`src/rtl/acf_ram.sv`:
```
// ============================================================================
// acf_ram
// Generic simple dual-port RAM: one write port, one read port, registered read.
// ============================================================================
module acf_ram #(
    parameter int WIDTH = 16,
    parameter int DEPTH = 64
) (
    input  logic                     i_clk,
    input  logic                     i_we,
    input  logic [$clog2(DEPTH)-1:0] i_waddr,
    input  logic [WIDTH-1:0]         i_wdata,
    input  logic [$clog2(DEPTH)-1:0] i_raddr,
    output logic [WIDTH-1:0]         o_rdata
);

    logic [WIDTH-1:0] r_mem [DEPTH];
    logic [WIDTH-1:0] r_rdata;

    // Write port and registered read port.
    always_ff @(posedge i_clk) begin
        if (i_we) begin
            r_mem[i_waddr] <= i_wdata;
        end
        r_rdata <= r_mem[i_raddr];
    end

    assign o_rdata = r_rdata;

endmodule

```
`config.mk`:
```
export PLATFORM = sky130hd
export DESIGN_NAME = acf_ram
export DESIGN_NICKNAME = d
export VERILOG_FILES = /design/src/rtl/acf_ram.sv
export SDC_FILE = /design/constraint.sdc
export NUM_CORES = 1
export LEC_CHECK = 0
export BUFFER_PORTS_ARGS = -buffer_cell sky130_fd_sc_hd__buf_2
export CORE_AREA = 10 10 300 245
export DETAILED_ROUTE_END_ITERATION = 8
export DIE_AREA = 0 0 310 255
export MAX_ROUTING_LAYER = met4
export PLACE_DENSITY = 0.85
export SLEW_MARGIN = 20
export SYNTH_ARGS = -nofsm -noshare
export SYNTH_HDL_FRONTEND = slang
export SYNTH_SLANG_ARGS = --single-unit
```
`constraint.sdc`:
```
create_clock -name i_clk -period 3.6 [get_ports i_clk]
set_input_delay 0.72 -clock i_clk [delete_from_list [all_inputs] [get_ports i_clk]]
set_output_delay 0.72 -clock i_clk [all_outputs]
set_load 0.02 [all_outputs]
```
Word level (Yosys, flattened, before mapping)
Memories as Yosys holds them, arrays and structs flattened. A register that Yosys moved wholly into a read port is not among the register bits.
Cells that the tools add are included.
W data, S select, Z words.

storage, ports and cells
  bits in writable memories = 1,024
  memories kept = 1
  output and inout bits = 16
  input bits = 30
  ROM bits = 0
  latch bits = 0
  register bits = 0
  word-level logic and storage cells = 3

cells by class
  shifts and indexed selects = 0
  reduce and logical (&&, ||, !) cells = 0
  multiplexer cells = 2
  order comparisons = 0
  eq/ne operators = 0
  bitwise gates (word level) = 0
  div/mod/pow operators = 0
  add/subtract/negate cells = 0
  multiply operators = 0

memories
  name   words  width  rd ports  clocked after memory_dff  write ports  line  source
  r_mem  64     16     1         1                         1            17    logic [WIDTH-1:0] r_mem [DEPTH];

operator list
  kind     count
  $mux W1  2

Logic depth before layout (Yosys ltp)
Gate-level depths: netlist of the first run.

  depth after elaboration = 2
  mapped depth = 10

Least setup slack after synthesis of the first run
No wires, ideal clock.

  kind = input to register
  start = input i_waddr[3]
  end = memory r_mem[48][0] (enable)
  required time = 3,191 ps
  stages on the path = 4
  setup time = 409 ps
  data arrival time = 2,346 ps
  slack = 845 ps
  path through = clkbuf_1 > nor2b_1 > nand4b_1 > nor3_1

RTL lines
  what         line  source
  from (decl)  11    input logic [$clog2(DEPTH)-1:0] i_waddr,
  to (decl)    17

Straight into the memory's write port.

==> results.py, run 1 <==
metrics = {
    "synthesis": {
        "yosys_warnings": 0,
        "synth_ff_type": "edfxtp_1",
        "synthArstFlopShare": 0,
        "netlist_instances": 1829,
        "ys_types": 43,
        "synth_edf_count": 1024,
        "synth_area_leaders": "edfxtp_1, mux4_2, mux2i_1",
        "yosysTopAreaCellShare": 0.7679,
        "synth-seq-cells": 1040,
        "syn_avg_cell_area_sq_um": 21.89,
        "ys_seq_area_frac": 0.7759,
        "syn_area_sq_um": 40040,
        "yosys.area.top_type": "edfxtp_1",
        "syn_nets": 1859,
    },
    "worst_setup_path": {
        "crit_path_end_kind": "flop",
        "critPathKind": "in2reg",
        "cpMostUsedCell": "a221oi_1",
        "slowest_stage": "a221oi_1",
        "worst-path-buf-inv": 2,
        "ff2ff_path_depth": 4,
        "critical_path_required_ns": 4.07,
        "worstPathCellList": "buf_8 > buf_4 > nor2b_1 > a221oi_1 > a221oi_1 > a311oi_1",
        "startpoint": "i_raddr[0]",
        "r2r_start": "r_mem[61][15]",
        "cp_num_cells": 6,
        "critPathMaxStageDelay_ns": 1.07,
        "cp.arrival_ns": 3.52,
        "crit_path_start_kind": "primary input",
        "path_max_fanout": 35,
        "crit_family": "compound AO/OA/AOI/OAI gates",
    },
    "power": {
        "pwr-share-clk": 0.406,
        "p_sw_frac": 0.2138,
        "p_int_mw": 19.62,
        "p_sw_mw": 5.333,
        "p_comb_frac": 0.053,
        "p_leak_nw": 14.37,
        "power.density_nw_per_um2": 555.2,
        "total_power_mw": 24.95,
        "p_seq_frac": 0.541,
        "ir_drop_v": 0.0004174,
    },
    "drt": {
        "drc": 0,
        "ant_nets": 0,
        "dr.pass1.iters": 6,
        "met3_length_microns": 15170,
        "num_vias": 20800,
        "wl_met1_microns": 35300,
        "met2_length_microns": 49390,
        "vias_per_cell": 7.006,
        "routed_wirelength_microns": 103600,
        "highest_layer": "met4",
        "wire_per_inst_microns": 34.89,
        "drtIter0Drc": 3518,
    },
    "cts": {
        "postCtsSetupBuffers": 0,
        "htreeDepth": 3,
        "cts_tree": "yes",
        "worstSkewPairLatency_ns": 0.66,
        "cts-root-buf": "clkbuf_16",
        "cts.hold.buffers_added": 0,
        "cts_resized": 0,
        "path_clk_slew_ns": 0.07,
        "clk_path_buf_depth": 3,
        "cts_buffers": 91,
        "cts_sinks": 1040,
    },
    "layout": {
        "fin_nets": 2029,
        "num-fill-cells": 3986,
        "multi_input_area_sq_um": 8252,
        "fin_cells": 2969,
        "drive_gt1_frac": 0.2775,
        "layout-area-overhead-vs-synth_pct": 12.22,
        "regArea_sq_um": 31070,
    },
    "global_routing": {
        "grt.overflow.total": 0,
        "grt_max_degree": 65,
        "antenna_found_initial": 15,
        "grt.total_usage": 0.2730,
        "grt_pass1_wl_microns": 149100,
        "grt_pass1_vias": 20560,
    },
    "floorplan": {
        "initial_core_util": 0.5907,
        "die_h_microns": 255,
        "num_io_pins": 46,
        "dieArea_sq_um": 79050,
        "coreArea_sq_um": 67790,
        "rows": 86,
        "die_w_microns": 310,
    },
    "min_path": {
        "min_from": "i_wdata[13]",
        "hold_path.class": "in2reg",
        "holdPathStages": 1,
    },
    "placed_design": {
        "dp.cells": 2786,
        "place_congestion": 0.9232,
        "io_buffers": 45,
        "dp_hpwl_microns": 61770,
    },
    "run": {
        "drv_cap": 0,
    },
    "status": {
        "outcome": "finished, final reports clean",
    },
    "sta": {
        "min_period_over_period": 0.8452,
        "slew_violations": 0,
        "worst_slew_margin_rel": 0.1623,
        "finClkSkew_ns": 0.02506,
        "tightest_slew_ns": 1.257,
        "setup_violations": 0,
        "max_freq_mhz": 328.7,
        "finalHoldViolations": 0,
        "rsz0062_at_grt": "no",
        "fin_crit_ns": 3.043,
    },
}
-- worst reg2reg max path: stages (launching register included) --
cell	delay, ns
edfxtp_1	0.37
mux4_2	0.48
mux2_2	0.30
a221oi_1	1.05
a311oi_1	0.13
-- state kept, by name, summed over array words and instances (netlist names) --
register / flops
o_rdata: 16
r_mem: 1024
-- stage by stage --
| step | utilization | worst slack, ns | hold slack [ns] | instance area [sq um] | setup TNS [ns] |
|---|---|---|---|---|---|
| finish | 0.6629 | 0.5574 | 0.6224 | 44940 | 0 |
| global route | 0.6628 | 0.4162 | 0.6216 | 44930 | 0 |
| CTS | 0.6623 | 0.6963 | 0.6016 | 44900 | 0 |
| detailed placement | 0.6168 | 0.09290 | 0.8581 | 41810 | 0 |
| global placement | 0.6166 | -0.001247 | 0.8358 | 41800 | -0.001247 |
| floorplan | - | 0.8452 | 0.7503 | 40040 | 0 |
-- kinds of logic after synthesis --
logic type,count (synthesis),synth area share
and+or+nand+nor,220,0.02647
muxes,336,0.1552
DFF,1040,0.7759
AOI/OAI and AO/OA,129,0.02409
buffers and inverters,104,0.01831
-- placed cells by master (no fill, tap or decap), types with 3 or more instances in the layout --
| master | count |
|---|---|
| inv_6 | 4 |
| o21ai_1 | 3 |
| nor4_2 | 3 |
| clkinv_1 | 20 |
| a221oi_1 | 16 |
| clkinv_2 | 18 |
| nand2b_1 | 3 |
| clkinvlp_4 | 6 |
| diode_2 | 13 |
| a221o_1 | 6 |
| a311oi_1 | 8 |
| clkbuf_1 | 12 |
| nor2_1 | 71 |
| a211o_1 | 8 |
| nand3_1 | 24 |
| o21ai_0 | 5 |
| buf_4 | 127 |
| edfxtp_1 | 1024 |
| nand4_1 | 12 |
| clkbuf_16 | 94 |
| buf_2 | 41 |
| mux4_1 | 4 |
| a31oi_1 | 8 |
| a22o_1 | 6 |
| and4_1 | 5 |
| a211oi_1 | 8 |
| buf_12 | 10 |
| dfxtp_1 | 16 |
| nand2_1 | 59 |
| mux2_2 | 27 |
| mux2i_1 | 85 |
| bufinv_16 | 13 |
| a22oi_1 | 39 |
| nor2_2 | 3 |
| nor2b_1 | 30 |
| a21oi_1 | 17 |
| mux4_2 | 220 |
| a41oi_1 | 5 |
-- cell type report --
cell class              count  share of cell area
multi-input cells         685              0.1836
flip-flops and latches   1040              0.6914
clock buffers             107             0.05365
well taps                 880             0.02450
diodes                     13           0.0007239
clock inverters            63             0.01495
repair buffers            181             0.03113
-- final timing paths --
| check | end | slack, ns |
|---|---|---|
| min reg2reg | o_rdata[2] | 0.89 |
| max | o_rdata[15] | 0.56 |
| max reg2reg | o_rdata[15] | 1.10 |
| min | r_mem[3][13] | 0.62 |
-- synthesized netlist by cell type, types with 12 or more instances --
master	instances
mux2i_1	85
nand4_1	12
buf_4	13
buf_6	17
dfxtp_1	16
nand2_1	59
nor2b_1	30
mux4_2	220
clkbuf_1	24
a21oi_1	17
a221oi_1	16
edfxtp_1	1024
nand3_1	24
buf_2	36
a22oi_1	39
nor2_1	72
mux2_2	27
-- layer usage --
| layer | track usage | up-vias |
|---|---|---|
| li1 | - | 8026 |
| met1 | 0.3488 | 10700 |
| met2 | 0.4079 | 1779 |
| met3 | 0.09646 | 296 |
| met4 | 0.09388 | 0 |
| met5 | - | - |
-- power groups by stage --
| stage | sequential (mW) | clock (mW) | combinational, mW |
|---|---|---|---|
| 2_1_floorplan | 13.7 | 0 | 0.694 |
| 3_3_place_gp | 13.7 | 0 | 1.23 |
| 3_5_place_dp | 13.7 | 0 | 1.29 |
| 4_1_cts | 13.5 | 10.2 | 1.31 |
| 5_1_grt | 13.5 | 10.6 | 1.38 |
| 6_report | 13.5 | 10.1 | 1.33 |
No activity file was read; power rests on OpenSTA's default activity.
==> run 2, diff against run 1 <==
CORE_AREA = 10 10 310 253   (was 10 10 300 245)
DIE_AREA = 0 0 320 263   (was 0 0 310 255)
PLACE_DENSITY = 0.83   (was 0.85)
clock period = 2.51 ns   (was 3.6 ns; I/O delays follow)
==> results.py, run 2 (synthesis results as in run 1) <==
metrics = {
    "cts": {
        "htreeDepth": 3,
        "worstSkewPairLatency_ns": 0.65,
        "cts_sinks": 1040,
        "cts_buffers": 91,
        "cts-root-buf": "clkbuf_16",
        "cts_resized": 0,
        "cts_tree": "yes",
        "path_clk_slew_ns": 0.07,
        "postCtsSetupBuffers": 0,
        "cts.hold.buffers_added": 0,
        "clk_path_buf_depth": 3,
    },
    "floorplan": {
        "rows": 89,
        "coreArea_sq_um": 72490,
        "initial_core_util": 0.5524,
        "die_w_microns": 320,
        "die_h_microns": 263,
        "dieArea_sq_um": 84160,
        "num_io_pins": 46,
    },
    "layout": {
        "layout-area-overhead-vs-synth_pct": 14.26,
        "top_register": "r_mem",
        "fin_cells": 3128,
        "final_common_cell": "edfxtp_1",
        "drive_gt1_frac": 0.3042,
        "num-fill-cells": 4506,
        "fin_nets": 2121,
        "regArea_sq_um": 31070,
        "largest_reg_flops": 1024,
        "multi_input_area_sq_um": 8249,
        "finish.instance_area_sq_um": 45750,
        "final_cell_mix": "edfxtp_1, mux4_2, buf_4",
        "final_core_util": 0.6311,
    },
    "run": {
        "drv_cap": 0,
    },
    "status": {
        "outcome": "complete, but fails checks",
        "violations": "setup timing",
    },
    "global_routing": {
        "grt_pass1_vias": 21240,
        "antenna_found_initial": 15,
        "grt.overflow.total": 0,
        "grt_pass1_wl_microns": 143300,
        "grt.total_usage": 0.2365,
        "grt_max_degree": 45,
    },
    "sta": {
        "finalHoldViolations": 0,
        "min_period_over_period": 1.016,
        "fin_crit_ns": 2.551,
        "tns_ns": -0.04118,
        "max_freq_mhz": 392.0,
        "worst_slack_ns": -0.04118,
        "worst_slew_margin_rel": 0.3163,
        "slew_violations": 0,
        "setup_violations": 1,
        "rsz0062_at_grt": "no",
        "finClkSkew_ns": 0.03854,
        "tightest_slew_ns": 1.021,
    },
    "power": {
        "p_seq_frac": 0.559,
        "p_comb_frac": 0.058,
        "p_int_mw": 27.21,
        "power.density_nw_per_um2": 754.8,
        "p_sw_frac": 0.2120,
        "pwr-share-clk": 0.384,
        "p_leak_nw": 14.78,
        "ir_drop_v": 0.0006047,
        "p_sw_mw": 7.323,
    },
    "placed_design": {
        "post-place-ws_ns": -0.5014,
        "io_buffers": 45,
        "dp_hpwl_microns": 58510,
        "dpl_cell_area_sq_um": 42950,
        "dp.cells": 2953,
        "place_congestion": 0.8798,
    },
    "drt": {
        "drc": 0,
        "vias_per_cell": 6.610,
        "wire_per_inst_microns": 31.14,
        "ant_nets": 0,
        "routed_wirelength_microns": 97400,
        "drtIter0Drc": 2965,
        "dr.pass1.iters": 5,
        "num_vias": 20680,
    },
    "worst_setup_path": {
        "crit_path_end_kind": "flop",
        "cp.arrival_ns": 3.03,
        "path_max_fanout": 21,
        "crit_path_start_kind": "primary input",
        "critical_path_required_ns": 2.99,
        "critPathKind": "in2reg",
    },
    "min_path": {
        "hold_path.class": "in2reg",
    },
}
## run 2: per-layer routing
metal  GRT usage  share of wire
met2      0.3519           0.47
met1      0.3128           0.37
met5           -              0
met4     0.08646          0.036
met3     0.06540           0.12
## run 2: power by group through the flow
stage / Combinational, mW / Clock, mW / Sequential, mW
2_1_floorplan: 0.996 / 0 / 19.7
3_3_place_gp: 1.87 / 0 / 19.6
3_5_place_dp: 1.94 / 0 / 19.7
4_1_cts: 1.97 / 13.4 / 19.3
5_1_grt: 2.09 / 14.0 / 19.3
6_report: 1.99 / 13.3 / 19.3
## run 2: cell type report
class / instances / area share
flip-flops and latches: 1040 / 0.6791
multi-input cells: 685 / 0.1803
clock buffers: 118 / 0.05448
repair buffers: 273 / 0.05327
well taps: 955 / 0.02612
clock inverters: 44 / 0.006044
diodes: 13 / 0.0007110
## run 2: through the flow
stage	total power [mW]	hold WS, ns
after floorplan	20.66	0.6009
after global placement	21.52	0.8112
after detailed placement	21.60	0.8421
after CTS	34.62	0.2255
after global routing	35.40	0.2442
final	34.54	0.2482
## run 2: worst max-delay path: stages
cell      delay (ns)
buf_8           0.16
buf_12          0.23
buf_12          0.17
mux4_2          0.51
mux2i_1         0.20
a22oi_1         0.11
a31oi_1         0.81
buf_4           0.25
a311oi_1        0.05
## run 2: worst paths after layout
kind / from / to / slack [ns] / cells after the start
worst max register to register: r_mem[11][1] / o_rdata[1] / -0.03 / 6
worst min register to register: r_mem[1][10] / o_rdata[10] / 0.87 / 4
worst max-delay path: i_raddr[0] / o_rdata[1] / -0.04 / 9
worst min-delay path: i_wdata[12] / r_mem[31][12] / 0.25 / 1
